===== config.mk =====
export PLATFORM = sky130hd
export DESIGN_NAME = arma_iir_filter
export DESIGN_NICKNAME = d
export VERILOG_FILES = /design/src/hdl/aif_pkg.sv /design/src/hdl/arma_iir_filter.sv /design/src/hdl/aif_mul.sv
export VERILOG_INCLUDE_DIRS = /design/src /design/src/hdl
export SDC_FILE = /design/constraint.sdc
export NUM_CORES = 2
export LEC_CHECK = 0
export BUFFER_PORTS_ARGS = -buffer_cell sky130_fd_sc_hd__buf_2
export CELL_PAD_IN_SITES_DETAIL_PLACEMENT = 1
export CELL_PAD_IN_SITES_GLOBAL_PLACEMENT = 2
export CORE_ASPECT_RATIO = 2
export CORE_MARGIN = 1
export CORE_UTILIZATION = 30
export CTS_CLUSTER_DIAMETER = 50
export DETAILED_ROUTE_END_ITERATION = 10
export MAX_ROUTING_LAYER = met4
export PLACE_DENSITY = 0.58
export SETUP_SLACK_MARGIN = 0.2
export SLEW_MARGIN = 10
export SYNTH_ARGS = -nofsm -noshare
export SYNTH_HDL_FRONTEND = slang
export SYNTH_SLANG_ARGS = --single-unit

===== constraint.sdc =====
create_clock -name clk -period 11.6 [get_ports clk]
set_input_delay 1.16 -clock clk [delete_from_list [all_inputs] [get_ports clk]]
set_output_delay 1.16 -clock clk [all_outputs]
set_load 0.02 [all_outputs]

===== src/hdl/arma_iir_filter_macros.svh =====
// Assertion macros shared by the ARMA filter RTL
`ifndef ARMA_IIR_FILTER_MACROS_SVH
`define ARMA_IIR_FILTER_MACROS_SVH
`ifndef SYNTHESIS
// Same-cycle implication, checked on every clock outside reset
`define AIF_ASSERT_IMP(lbl, ante, cons) \
    lbl: assert property (@(posedge clk) disable iff (!rst_n) (ante) |-> (cons)) \
        else $error("aif: same-cycle check failed");
// Next-cycle implication, checked on every clock outside reset
`define AIF_ASSERT_NEXT(lbl, ante, cons) \
    lbl: assert property (@(posedge clk) disable iff (!rst_n) (ante) |=> (cons)) \
        else $error("aif: next-cycle check failed");
`else
`define AIF_ASSERT_IMP(lbl, ante, cons)
`define AIF_ASSERT_NEXT(lbl, ante, cons)
`endif
`endif


===== src/hdl/aif_pkg.sv =====
// Shared constants, types and codes of the ARMA filter
package aif_pkg;

    localparam int MA_TAPS_DEF     = 5;
    localparam int AR_TAPS_DEF     = 5;
    localparam int SAMPLE_BITS_DEF = 24;
    localparam int COEF_BITS_DEF   = 32;

    localparam int MODE_BITS      = 2;
    localparam int IDX_BITS       = 3;
    localparam int MANT_BITS      = 32;
    localparam int SHIFT_BITS     = 5;
    localparam int CFG_INDEX_BITS = 1;

    localparam logic [MANT_BITS-1:0]  MANT_RESET  = 32'h8000_0000;
    localparam logic [SHIFT_BITS-1:0] SHIFT_RESET = '0;

    // History words: signed, 8 fraction bits
    localparam int HIST_BITS  = 40;
    localparam int OUT_SHIFT  = 8;
    localparam int OUT_T_BITS = HIST_BITS - OUT_SHIFT;

    // Shared multiplier: 33-bit signed by 21-bit signed, history split at bit 20
    localparam int SPLIT_BITS = 20;
    localparam int MUL_A_BITS = 33;
    localparam int MUL_B_BITS = SPLIT_BITS + 1;
    localparam int MUL_P_BITS = MUL_A_BITS + MUL_B_BITS;
    localparam int FULL_BITS  = MUL_A_BITS + HIST_BITS;

    localparam int Q_SHIFT     = 28;
    localparam int SCALE_BASE  = 23;
    localparam int SH_AMT_BITS = 6;
    localparam int TERM_BITS   = FULL_BITS - Q_SHIFT;
    localparam int ACC_GUARD   = 4;
    localparam int ACC_BITS    = TERM_BITS + ACC_GUARD;

    typedef enum logic [MODE_BITS-1:0] {
        MODE_FILTER  = 2'd0,
        MODE_LOAD_MA = 2'd1,
        MODE_LOAD_AR = 2'd2
    } mode_t;

    typedef enum logic [CFG_INDEX_BITS-1:0] {
        CFG_SCALE_MANT  = 1'd0,
        CFG_SCALE_SHIFT = 1'd1
    } cfg_reg_t;

    typedef enum logic [2:0] {
        ST_IDLE,
        ST_MUL_LO,
        ST_MUL_HI,
        ST_MUL_SUM,
        ST_SCALE_WB,
        ST_ACC_LAST,
        ST_SAT_WB,
        ST_DONE
    } state_t;

    typedef struct packed {
        logic in_ready;
        logic mul_en;
        logic mul_hi;
        logic lo_load;
        logic acc_add;
        logic acc_clr;
        logic full_load;
        logic op_clr;
        logic op_inc;
        logic hist_wb;
        logic y_load;
        logic out_load;
    } ctrl_t;

endpackage


===== src/hdl/arma_iir_filter.sv =====
// Direct form I ARMA filter top level: sequencer, stores and shared multiplier
// Filter beat: m_tvalid and s_tready rise together once the result is loaded; no new
// sample is taken before that, and an untaken earlier result stalls the return to idle.
// The one shared multiplier sets the pace: two partial products and a combine per operation.
// Coefficient loads are written on acceptance; configuration writes are always ready.
// rst_n (async, active low) resets control and gain registers, coefficients, both histories.
`include "arma_iir_filter_macros.svh"

module arma_iir_filter
    import aif_pkg::*;
#(
    parameter int MA_TAPS     = MA_TAPS_DEF,
    parameter int AR_TAPS     = AR_TAPS_DEF,
    parameter int SAMPLE_BITS = SAMPLE_BITS_DEF,
    parameter int COEF_BITS   = COEF_BITS_DEF,
    localparam int IN_DATA_BITS  = ((SAMPLE_BITS + IDX_BITS + COEF_BITS + 7) / 8) * 8,
    localparam int OUT_DATA_BITS = ((SAMPLE_BITS + 7) / 8) * 8
)
(
    input  logic                      clk,
    input  logic                      rst_n,
    // input stream
    input  logic                      s_tvalid,
    output logic                      s_tready,
    input  logic [IN_DATA_BITS-1:0]   s_tdata,   // sample, coef_index, coef_value, pad
    input  logic [MODE_BITS-1:0]      s_tuser,   // mode
    // result stream
    output logic                      m_tvalid,
    input  logic                      m_tready,
    output logic [OUT_DATA_BITS-1:0]  m_tdata,   // filtered, pad
    output logic                      m_tuser,   // saturated
    // configuration writes
    input  logic                      cfg_valid,
    output logic                      cfg_ready,
    input  logic [CFG_INDEX_BITS-1:0] cfg_index,
    input  logic [MANT_BITS-1:0]      cfg_data
);

    // Operation 0 is the input scaling, 1..MA_TAPS the MA taps, then the AR taps
    localparam int LAST_OP     = MA_TAPS + AR_TAPS - 1;
    localparam int OP_BITS     = $clog2(LAST_OP + 1);
    localparam int AR_DEPTH    = (AR_TAPS > 1) ? AR_TAPS - 1 : 1;
    localparam int MA_IDX_BITS = (MA_TAPS > 1) ? $clog2(MA_TAPS) : 1;
    localparam int AR_IDX_BITS = (AR_DEPTH > 1) ? $clog2(AR_DEPTH) : 1;

    // ---------------------------------------------------------------------
    // Beat unpacking
    // ---------------------------------------------------------------------
    logic                         in_accept;
    logic signed [SAMPLE_BITS-1:0] in_sample;
    logic [IDX_BITS-1:0]          in_idx;
    logic signed [COEF_BITS-1:0]  in_coef;
    logic                         ma_wr;
    logic                         ar_wr;

    assign in_accept = s_tvalid && s_tready;
    assign in_sample = s_tdata[SAMPLE_BITS-1:0];
    assign in_idx    = s_tdata[SAMPLE_BITS +: IDX_BITS];
    assign in_coef   = s_tdata[SAMPLE_BITS + IDX_BITS +: COEF_BITS];

    // Out-of-range indexes drop the write; the zero-delay AR tap stays 0
    assign ma_wr = in_accept && (s_tuser == MODE_LOAD_MA)
                   && ({1'b0, in_idx} < (IDX_BITS + 1)'(MA_TAPS));
    assign ar_wr = in_accept && (s_tuser == MODE_LOAD_AR)
                   && ({1'b0, in_idx} < (IDX_BITS + 1)'(AR_TAPS - 1));

    // ---------------------------------------------------------------------
    // State
    // ---------------------------------------------------------------------
    state_t                        state_reg;
    state_t                        state_next;
    ctrl_t                         ctrl;
    logic [OP_BITS-1:0]            op_reg;
    logic [MANT_BITS-1:0]          mant_reg;
    logic [SHIFT_BITS-1:0]         scale_shift_reg;
    logic signed [SAMPLE_BITS-1:0] sample_reg;
    logic signed [COEF_BITS-1:0]   ma_coef_reg [MA_TAPS];
    logic signed [COEF_BITS-1:0]   ar_coef_reg [AR_DEPTH];
    logic signed [HIST_BITS-1:0]   in_hist_reg [MA_TAPS];
    logic signed [HIST_BITS-1:0]   out_hist_reg [AR_DEPTH];
    logic signed [MUL_P_BITS-1:0]  lo_reg;
    logic signed [FULL_BITS-1:0]   full_reg;
    logic signed [FULL_BITS-1:0]   full_next;
    logic signed [ACC_BITS-1:0]    acc_reg;
    logic signed [ACC_BITS-1:0]    acc_next;
    logic signed [HIST_BITS-1:0]   y_reg;
    logic signed [HIST_BITS-1:0]   y_next;
    logic                          out_valid_reg;
    logic [SAMPLE_BITS-1:0]        out_data_reg;
    logic                          out_flag_reg;

    // ---------------------------------------------------------------------
    // Sequencer: next state
    // ---------------------------------------------------------------------
    always_comb
    begin
        state_next = state_reg;
        case (state_reg)
            ST_IDLE:
            begin
                if (in_accept && (s_tuser == MODE_FILTER))
                begin
                    state_next = ST_MUL_LO;
                end
            end
            ST_MUL_LO:
            begin
                state_next = ST_MUL_HI;
            end
            ST_MUL_HI:
            begin
                state_next = ST_MUL_SUM;
            end
            ST_MUL_SUM:
            begin
                if (op_reg == '0)
                begin
                    state_next = ST_SCALE_WB;
                end
                else if (op_reg == OP_BITS'(LAST_OP))
                begin
                    state_next = ST_ACC_LAST;
                end
                else
                begin
                    state_next = ST_MUL_LO;
                end
            end
            ST_SCALE_WB:
            begin
                state_next = ST_MUL_LO;
            end
            ST_ACC_LAST:
            begin
                state_next = ST_SAT_WB;
            end
            ST_SAT_WB:
            begin
                state_next = ST_DONE;
            end
            ST_DONE:
            begin
                if (!out_valid_reg || m_tready)
                begin
                    state_next = ST_IDLE;
                end
            end
            default:
            begin
                state_next = ST_IDLE;
            end
        endcase
    end

    // ---------------------------------------------------------------------
    // Sequencer: control outputs
    // ---------------------------------------------------------------------
    always_comb
    begin
        ctrl = '0;
        case (state_reg)
            ST_IDLE:
            begin
                ctrl.in_ready = 1'b1;
                ctrl.op_clr   = 1'b1;
            end
            ST_MUL_LO:
            begin
                ctrl.mul_en = 1'b1;
            end
            ST_MUL_HI:
            begin
                // Fold in the previous tap while the high half multiplies
                ctrl.mul_en  = 1'b1;
                ctrl.mul_hi  = 1'b1;
                ctrl.lo_load = 1'b1;
                ctrl.acc_add = ({1'b0, op_reg} >= (OP_BITS + 1)'(2));
            end
            ST_MUL_SUM:
            begin
                ctrl.full_load = 1'b1;
                ctrl.op_inc    = (op_reg != OP_BITS'(LAST_OP));
            end
            ST_SCALE_WB:
            begin
                ctrl.hist_wb = 1'b1;
                ctrl.acc_clr = 1'b1;
            end
            ST_ACC_LAST:
            begin
                ctrl.acc_add = 1'b1;
            end
            ST_SAT_WB:
            begin
                ctrl.y_load = 1'b1;
            end
            ST_DONE:
            begin
                ctrl.out_load = !out_valid_reg || m_tready;
            end
            default:
            begin
                ctrl = '0;
            end
        endcase
    end

    // ---------------------------------------------------------------------
    // Operand selection for the shared multiplier
    // ---------------------------------------------------------------------
    logic [OP_BITS-1:0]           ma_sel;
    logic [OP_BITS-1:0]           ar_sel;
    logic                         op_is_ma;
    logic signed [HIST_BITS-1:0]  src_hist;
    logic signed [COEF_BITS-1:0]  src_coef;
    logic signed [MUL_A_BITS-1:0] mul_a;
    logic signed [MUL_B_BITS-1:0] mul_b;
    logic signed [MUL_P_BITS-1:0] mul_prod;

    assign ma_sel   = op_reg - OP_BITS'(1);
    assign ar_sel   = op_reg - OP_BITS'(MA_TAPS + 1);
    assign op_is_ma = (op_reg <= OP_BITS'(MA_TAPS));

    always_comb
    begin
        if (op_is_ma)
        begin
            src_hist = in_hist_reg[ma_sel[MA_IDX_BITS-1:0]];
            src_coef = ma_coef_reg[ma_sel[MA_IDX_BITS-1:0]];
        end
        else
        begin
            src_hist = out_hist_reg[ar_sel[AR_IDX_BITS-1:0]];
            src_coef = ar_coef_reg[ar_sel[AR_IDX_BITS-1:0]];
        end
        // Scaling: sample times unsigned mantissa
        if (op_reg == '0)
        begin
            src_hist = {{(HIST_BITS - SAMPLE_BITS){sample_reg[SAMPLE_BITS-1]}}, sample_reg};
            mul_a    = {1'b0, mant_reg};
        end
        else
        begin
            mul_a = {{(MUL_A_BITS - COEF_BITS){src_coef[COEF_BITS-1]}}, src_coef};
        end
        // Low half unsigned, high half signed
        if (ctrl.mul_hi)
        begin
            mul_b = {src_hist[HIST_BITS-1], src_hist[HIST_BITS-1:SPLIT_BITS]};
        end
        else
        begin
            mul_b = {1'b0, src_hist[SPLIT_BITS-1:0]};
        end
    end

    aif_mul u_mul
    (
        .clk  (clk),
        .en   (ctrl.mul_en),
        .a    (mul_a),
        .b    (mul_b),
        .prod (mul_prod)
    );

    // ---------------------------------------------------------------------
    // Combine halves, accumulate floor(product / 2^28), saturate
    // ---------------------------------------------------------------------
    logic signed [TERM_BITS-1:0]             term;
    logic [SH_AMT_BITS-1:0]                  scale_amt;
    logic signed [FULL_BITS-1:0]             scaled_full;
    logic [ACC_BITS-HIST_BITS:0]             acc_top;
    logic                                    acc_fits;
    logic signed [OUT_T_BITS-1:0]            out_t;
    logic [OUT_T_BITS-SAMPLE_BITS:0]         out_top;
    logic                                    out_fits;
    logic [SAMPLE_BITS-1:0]                  out_data_next;

    // The high product fits one bit below its register width
    assign full_next = {mul_prod[MUL_P_BITS-2:0], {SPLIT_BITS{1'b0}}}
                       + {{(FULL_BITS - MUL_P_BITS){lo_reg[MUL_P_BITS-1]}}, lo_reg};

    assign term      = full_reg[FULL_BITS-1:Q_SHIFT];
    assign acc_next  = acc_reg + {{ACC_GUARD{term[TERM_BITS-1]}}, term};

    assign scale_amt   = SH_AMT_BITS'(SCALE_BASE) + {1'b0, scale_shift_reg};
    assign scaled_full = full_reg >>> scale_amt;

    assign acc_top  = acc_reg[ACC_BITS-1:HIST_BITS-1];
    assign acc_fits = (&acc_top) || !(|acc_top);
    assign y_next   = acc_fits ? acc_reg[HIST_BITS-1:0]
                               : {acc_reg[ACC_BITS-1], {(HIST_BITS - 1){~acc_reg[ACC_BITS-1]}}};

    assign out_t    = y_reg[HIST_BITS-1:OUT_SHIFT];
    assign out_top  = out_t[OUT_T_BITS-1:SAMPLE_BITS-1];
    assign out_fits = (&out_top) || !(|out_top);
    assign out_data_next = out_fits ? out_t[SAMPLE_BITS-1:0]
                                    : {out_t[OUT_T_BITS-1],
                                       {(SAMPLE_BITS - 1){~out_t[OUT_T_BITS-1]}}};

    // ---------------------------------------------------------------------
    // Control registers, configuration, stores
    // ---------------------------------------------------------------------
    always_ff @(posedge clk or negedge rst_n)
    begin
        if (!rst_n)
        begin
            state_reg       <= ST_IDLE;
            op_reg          <= '0;
            out_valid_reg   <= 1'b0;
            mant_reg        <= MANT_RESET;
            scale_shift_reg <= SHIFT_RESET;
            for (int i = 0; i < MA_TAPS; i++)
            begin
                ma_coef_reg[i] <= '0;
                in_hist_reg[i] <= '0;
            end
            for (int i = 0; i < AR_DEPTH; i++)
            begin
                ar_coef_reg[i]  <= '0;
                out_hist_reg[i] <= '0;
            end
        end
        else
        begin
            state_reg <= state_next;

            // Operation counter
            if (ctrl.op_clr)
            begin
                op_reg <= '0;
            end
            else if (ctrl.op_inc)
            begin
                op_reg <= op_reg + OP_BITS'(1);
            end

            // Result register: hold until the beat is taken
            if (ctrl.out_load)
            begin
                out_valid_reg <= 1'b1;
            end
            else if (m_tready)
            begin
                out_valid_reg <= 1'b0;
            end

            if (cfg_valid && cfg_ready)
            begin
                case (cfg_reg_t'(cfg_index))
                    CFG_SCALE_MANT:  mant_reg        <= cfg_data;
                    CFG_SCALE_SHIFT: scale_shift_reg <= cfg_data[SHIFT_BITS-1:0];
                    default:         mant_reg        <= mant_reg;
                endcase
            end

            if (ma_wr)
            begin
                ma_coef_reg[in_idx[MA_IDX_BITS-1:0]] <= in_coef;
            end
            if (ar_wr)
            begin
                ar_coef_reg[in_idx[AR_IDX_BITS-1:0]] <= in_coef;
            end

            // Advance the input history with the scaled sample (wraps to 40 bits)
            if (ctrl.hist_wb)
            begin
                for (int i = 0; i < MA_TAPS - 1; i++)
                begin
                    in_hist_reg[i] <= in_hist_reg[i + 1];
                end
                in_hist_reg[MA_TAPS-1] <= scaled_full[HIST_BITS-1:0];
            end

            // Advance the output history with the saturated sum
            if (ctrl.y_load)
            begin
                for (int i = 0; i < AR_DEPTH - 1; i++)
                begin
                    out_hist_reg[i] <= out_hist_reg[i + 1];
                end
                out_hist_reg[AR_DEPTH-1] <= y_next;
            end
        end
    end

    // Datapath registers, no reset
    always_ff @(posedge clk)
    begin
        if (in_accept)
        begin
            sample_reg <= in_sample;
        end
        if (ctrl.lo_load)
        begin
            lo_reg <= mul_prod;
        end
        if (ctrl.full_load)
        begin
            full_reg <= full_next;
        end
        if (ctrl.acc_clr)
        begin
            acc_reg <= '0;
        end
        else if (ctrl.acc_add)
        begin
            acc_reg <= acc_next;
        end
        if (ctrl.y_load)
        begin
            y_reg <= y_next;
        end
        if (ctrl.out_load)
        begin
            out_data_reg <= out_data_next;
            out_flag_reg <= !out_fits;
        end
    end

    // ---------------------------------------------------------------------
    // Ports
    // ---------------------------------------------------------------------
    assign s_tready  = ctrl.in_ready;
    assign cfg_ready = 1'b1;
    assign m_tvalid  = out_valid_reg;
    assign m_tdata   = OUT_DATA_BITS'(out_data_reg);
    assign m_tuser   = out_flag_reg;

    // ---------------------------------------------------------------------
    // Assertions
    // ---------------------------------------------------------------------
    logic op_in_range;
    assign op_in_range = (op_reg <= OP_BITS'(LAST_OP));

    `AIF_ASSERT_NEXT(a_filter_starts, in_accept && (s_tuser == MODE_FILTER), state_reg == ST_MUL_LO)
    `AIF_ASSERT_IMP(a_op_in_range, state_reg != ST_IDLE, op_in_range)
    `AIF_ASSERT_NEXT(a_acc_cleared, state_reg == ST_SCALE_WB, acc_reg == '0)
    `AIF_ASSERT_NEXT(a_result_shown, ctrl.out_load, m_tvalid && (state_reg == ST_IDLE))

endmodule


===== src/hdl/aif_mul.sv =====
// Shared signed multiplier with registered product
module aif_mul
    import aif_pkg::*;
(
    input  logic                         clk,
    input  logic                         en,
    input  logic signed [MUL_A_BITS-1:0] a,
    input  logic signed [MUL_B_BITS-1:0] b,
    output logic signed [MUL_P_BITS-1:0] prod
);

    logic signed [MUL_P_BITS-1:0] prod_reg;

    always_ff @(posedge clk)
    begin
        if (en)
        begin
            prod_reg <= a * b;
        end
    end

    assign prod = prod_reg;

endmodule


[Yosys cells after proc, flatten, opt, wreduce, memory -nomap -nowiden]
Cells that the tools add are included.
Cells by class
  $lt $le $gt $ge: 10
  equal/unequal tests: 13
  shift operators: 1
  add/subtract/negate cells: 6
  reductions and logical operators: 28
  muxes and demuxes: 43
  multiply operators: 1
  bitwise logic cells: 7
Operators by type and width (count)
  two-way mux 40 bit: 7
  two-way mux 32 bit: 7
  bitwise mux 160 bit: 1
  bitwise mux 128 bit: 1
  binary-select mux 40 bit (select 3 bit): 1
  binary-select mux 32 bit (select 3 bit): 1
  demux 32 bit (select 3 bit): 1
  binary-select mux 40 bit (select 2 bit): 1
  adder 73 bit: 1
  >>> shifter 73 x 6 -> 40 bit: 1
  binary-select mux 32 bit (select 2 bit): 1
  demux 32 bit (select 2 bit): 1
  multiplier 33 x 21 -> 54 bit: 1
  adder 49 bit: 1
  two-way mux 33 bit: 1
  two-way mux 24 bit: 1
  case mux 3 bit (8 select lines): 1
  two-way mux 21 bit: 1
  == test 3 bit, second input constant: 4
  two-way mux 3 bit: 4
  AND reduction 10 bit: 1
  OR reduction 10 bit: 1
  two-way mux 1 bit: 9
  AND reduction 9 bit: 1
  34 further kinds: 59
Storage, ports and cells
  register bits after elaboration: 1012
  output and inout port bits: 28
  word-level logic and storage cells: 140

[Longest topological paths before layout]
  word-level depth: 9
  mapped depth: 42
  gate-level depth less buffers: 35

[Hierarchy]
From an unflattened synthesis, not the netlist that was laid out.
Second synthesis, totals
  cell total of the unflattened synthesis: 7627
  area total of the unflattened synthesis: 76121.8 um^2
By module, submodules not included
  arma_iir_filter: cells each 4718, area each 49731.4 um^2, instances 1, sequential area each 24569.8 um^2
  aif_mul: cells each 2909, area each 26390.3 um^2, instances 1, sequential area each 1621.6 um^2

[Worst setup path after synthesis]
Ideal clock, no wire load.
  path kind: register -> register
  start: register op_reg[1]
  end: register u_mul.prod_reg[46] (netlist: u_mul.prod[46]) (data pin)
  stages on the path, launching flop included: 38
  path slack: 1.657 ns
  period minus slack after synthesis: 9.943 ns
  arrival time: 9.678 ns
  path through: dfrtp_1 > buf_2 > buf_1 > clkbuf_1 > inv_1 > ha_1 > buf_2 > buf_4 > clkbuf_4 > mux4_2 > a221oi_1 > nor3_1 > a21oi_1 > nor2_1 > fa_1 > fa_1 > inv_1 > fa_1 > (+2 left out) > inv_1 > fa_1 > inv_1 > fa_1 > inv_1 > fa_1 > inv_1 > ha_1 > a211oi_1 > o21bai_1 > a21o_1 > a221oi_2 > o31a_1 > o31ai_2 > a22oi_1 > o21a_1 > o21ai_0 > xor2_1
On the way
  cells in the longest elaborated chain, start to end: 9
RTL lines
  start, declared: line arma_iir_filter.sv:73  | logic [OP_BITS-1:0] op_reg;
  start signal, assigned: line arma_iir_filter.sv:335  | op_reg <= op_reg + OP_BITS'(1);
  subtractor 3 x 1 -> 3 bit / subtractor 2 bit (equally long branches): line arma_iir_filter.sv:220, arma_iir_filter.sv:221
  NOT 3 -> 4 bit (not written as such) / NOT 2 -> 3 bit (equally long branches)
  binary-select mux 40 bit (select 3 bit) / binary-select mux 40 bit (select 2 bit) (equally long branches): line arma_iir_filter.sv:228, arma_iir_filter.sv:233
  two-way mux 40 bit, on equally long branches (2 in a row): line arma_iir_filter.sv:228, arma_iir_filter.sv:233
  two-way mux 40 bit: line arma_iir_filter.sv:226  | if (op_is_ma)
  two-way mux 40 bit: line arma_iir_filter.sv:237  | if (op_reg == '0)
  two-way mux 21 bit: line arma_iir_filter.sv:247  | if (ctrl.mul_hi)
  multiplier 33 x 21 -> 54 bit *: line aif_mul.sv:18  | prod_reg <= a * b;
  end signal, assigned: line aif_mul.sv:18
  end, declared: line aif_mul.sv:12  | logic signed [MUL_P_BITS-1:0] prod_reg;
Mark *: on every way between the ends. The rest lies on a longest branch, timed or not. The select of a mux whose other input is x is not followed.
A chain may end at the register's enable or synchronous reset.

[Final worst setup path]
  start: register op_reg[0]
  end: register u_mul.prod_reg[51] (netlist: u_mul.prod[51]) (data pin)
The elaborated chain is that of the path after synthesis.

==> impl_metrics.env <==
export IMPL_violations="design-rule violations"
export IMPL_fin_cells=10867
export IMPL_syn_inst=7455
export IMPL_reg2reg_setup_slack_ns=1.13
export IMPL_worstRegToRegCells=31
export IMPL_initial_core_util=0.3020
export IMPL_ctsRootBufferMaster="clkbuf_16"
export IMPL_syn_area_um2=75260
export IMPL_drtPass1Iterations=10
export IMPL_die_w_um=356.2
export IMPL_largest_register_ffs=200
export IMPL_drt_initial_drc_count=2554
export IMPL_routed_wl_um=285300
export IMPL_dieHeight_um=710.3
export IMPL_hpwl_um=221200
export IMPL_num_vias=54688
export IMPL_cts_tree="yes"
export IMPL_endpoint_kind="flip-flop"
export IMPL_setup_tns_ns=0
export IMPL_max_clock_freq_mhz=95.49
export IMPL_syn_num_nets=8488
export IMPL_cp_required_ns=12.12
export IMPL_slowest_delay_ns=0.65
export IMPL_r2r_start="op_reg[0]$_DFFE_PN0P_"
export IMPL_worstHoldPathType="input pin to async pin"
export IMPL_io_buffers=125
export IMPL_synth_flop_cell="dfrtp_1"
export IMPL_synth_seq_cells=1004
export IMPL_grt_max_degree=221
export IMPL_crit_fanout=21
export IMPL_route_detailed_drc=34
export IMPL_grt_usage=0.2340
export IMPL_drive_above_1_share=0.1577
export IMPL_avgSynthCellArea_um2=10.10
export IMPL_cts_num_sinks=1004
export IMPL_crit_arrival_ns=10.99
export IMPL_rsz0062_at_grt="no"
export IMPL_cts_hold_buf=0
export IMPL_viasPerCell=5.032
export IMPL_gp_routability_congestion=0.8930
export IMPL_status="complete, but fails checks"
export IMPL_fin_crit_sh=0.9028
export IMPL_yosys_warnings=0
export IMPL_finalSetupViolCount=0
export IMPL_grt_ovfl_total=0
export IMPL_grt_pass1_wl_um=418700
export IMPL_grt_pass1_vias=61745
export IMPL_wl_per_cell_um=26.25
export IMPL_htreeDepth=3
export IMPL_synth_edf_count=262
export IMPL_worstReg2RegEnd="u_mul.prod[51]$_DFFE_PP_"
export IMPL_io_pins=132
export IMPL_core_um2=249200
export IMPL_dpl_cell_count=10639
export IMPL_slew_headroom=0.1097
export IMPL_maxCapViolations=0
export IMPL_tightest_slew_ns=1.327
export IMPL_antenna_found_initial=24
export IMPL_start_kind="flip-flop"
export IMPL_nFillCells=27791
export IMPL_cp_common_cell="fa_1"
export IMPL_postCtsSetupBuffers=0
export IMPL_final_hold_violation_count=0
export IMPL_path_class="flip-flop to flip-flop"
export IMPL_clock_skew_ns=0.08885
export IMPL_rows=259
export IMPL_syn2layout_area_growth_pct=12.52
export IMPL_period_needed_ns=10.47
export IMPL_async_flop_share=0.6902
export IMPL_maxSlewViolCount=0
export IMPL_ys_types=92
export IMPL_yosysSeqAreaShare=0.3480
export IMPL_ctsResizeCount=0
export IMPL_cts_inserted_buffers=111
export IMPL_drtAntennaViolNets=0
export IMPL_clock_path_buffers=3
export IMPL_dieArea_um2=253000
export IMPL_critPathSlowestCell="mux4_2"
export IMPL_nNetsFinal=8523
export IMPL_clk_latency_ns=0.81
export IMPL_path_clk_slew_ns=0.06
## Yosys cell counts, types with 186 or more instances
| cell type | instances | area [µm²] |
|---|---|---|
| a21oi_1 | 272 | 1361 |
| clkbuf_1 | 252 | 945.9 |
| dfrtp_1 | 692 | 17320 |
| edfxtp_1 | 262 | 7868 |
| fa_1 | 689 | 13790 |
| ha_1 | 240 | 3003 |
| inv_1 | 849 | 3187 |
| mux2_2 | 372 | 4189 |
| mux4_2 | 186 | 4189 |
| nand2_1 | 1594 | 5983 |
| nor2_1 | 406 | 1524 |
| o21ai_0 | 236 | 1181 |
## critical path, delay by kind of cell (launching register included)
kind	cells	cell delay [ns]
adder cells (fa/ha/maj)	9	4.48
AO/OA/AOI/OAI	6	2.04
multiplexers	2	1.16
buffers and inverters	8	1.15
AND/OR/NAND/NOR	5	0.74
flip-flops	1	0.46
XOR/XNOR	1	0.11
## cell type report
cell class,instances,area [µm²],share of cell area
Antenna cell,27,67.56,0.0007979
Clock buffer,135,2948,0.03481
Timing Repair Buffer,342,2590,0.03059
Clock inverter,66,1071,0.01265
Multi-Input combinational cell,5178,44510,0.5257
Sequential cell,1004,26200,0.3094
Tap cell,3262,4081,0.04820
Inverter,853,3207,0.03787
## metal layers
| metal | share of wire | track usage |
|---|---|---|
| met1 | 0.34 | 0.2258 |
| met2 | 0.57 | 0.4485 |
| met3 | 0.021 | 0.01814 |
| met4 | 0.068 | 0.1387 |
| met5 | 0 | - |
## worst max path at each step
stage                                startpoint                        to  slack (ns)  cells past startpoint
after floorplan           op_reg[1]$_DFFE_PN0P_  u_mul.prod[46]$_DFFE_PP_        1.66                     37
after global placement    op_reg[0]$_DFFE_PN0P_  u_mul.prod[51]$_DFFE_PP_        1.01                     30
after detailed placement  op_reg[0]$_DFFE_PN0P_  u_mul.prod[51]$_DFFE_PP_        0.94                     30
after CTS                 op_reg[0]$_DFFE_PN0P_  u_mul.prod[51]$_DFFE_PP_        0.90                     30
after global routing      op_reg[0]$_DFFE_PN0P_  u_mul.prod[51]$_DFFE_PP_        0.65                     32
final                     op_reg[0]$_DFFE_PN0P_  u_mul.prod[51]$_DFFE_PP_        1.13                     31
## cells in the final DEF (no fill, tap or decap), types with 14 or more instances in the layout
cell type | netlist | routed
buf_2 | 111 | 124
inv_1 | 849 | 849
a31oi_1 | 33 | 27
or2_2 | 15 | 14
o21a_1 | 19 | 19
o211ai_1 | 35 | 35
clkbuf_16 | 0 | 111
o21bai_1 | 17 | 17
dfxtp_1 | 49 | 49
a21oi_1 | 272 | 269
mux2_2 | 372 | 372
ha_1 | 240 | 238
nor2b_1 | 83 | 81
mux4_2 | 186 | 186
xnor2_1 | 105 | 101
o21ai_0 | 236 | 220
nand4_1 | 24 | 24
nor3_1 | 93 | 88
buf_4 | 25 | 191
o21ai_1 | 7 | 17
clkbuf_1 | 252 | 16
buf_12 | 0 | 26
a211oi_1 | 39 | 38
diode_2 | 0 | 27
a21o_1 | 132 | 132
a221oi_1 | 60 | 60
mux2i_1 | 85 | 84
xor2_1 | 50 | 48
and2_1 | 63 | 62
nand3_1 | 60 | 60
nor2_1 | 406 | 397
bufinv_16 | 0 | 17
fa_1 | 689 | 689
dfrtp_1 | 692 | 689
or3_1 | 14 | 14
edfxtp_1 | 262 | 262
nand2_1 | 1594 | 1590
nand2b_1 | 94 | 93
## cell families after synthesis
| family | Yosys count | synth area share |
|---|---|---|
| and+or+nand+nor | 2484 | 0.1381 |
| other | 1 | 0.00004983 |
| AOI/OAI and AO/OA | 964 | 0.08263 |
| muxes | 644 | 0.1228 |
| DFF | 1004 | 0.3480 |
| adders and majority gates | 929 | 0.2232 |
| buffers and inverters | 1273 | 0.06703 |
| xor gates and xnor gates | 156 | 0.01825 |
## per-stage QoR
stage	setup WS (ns)	cell area, µm²	util	hold slack, ns
after floorplan	1.657	75260	-	0.4003
after global routing	0.6512	84670	0.3398	0.4209
final	1.128	84680	0.3398	0.4084
after global placement	1.015	80590	0.3234	0.4003
after CTS	0.8999	84610	0.3395	0.4224
after detailed placement	0.9417	80590	0.3234	0.4057
Power is left out: the tool's default activity adds up to more than one toggle a clock period on the data nets, which glitch-free logic cannot reach.
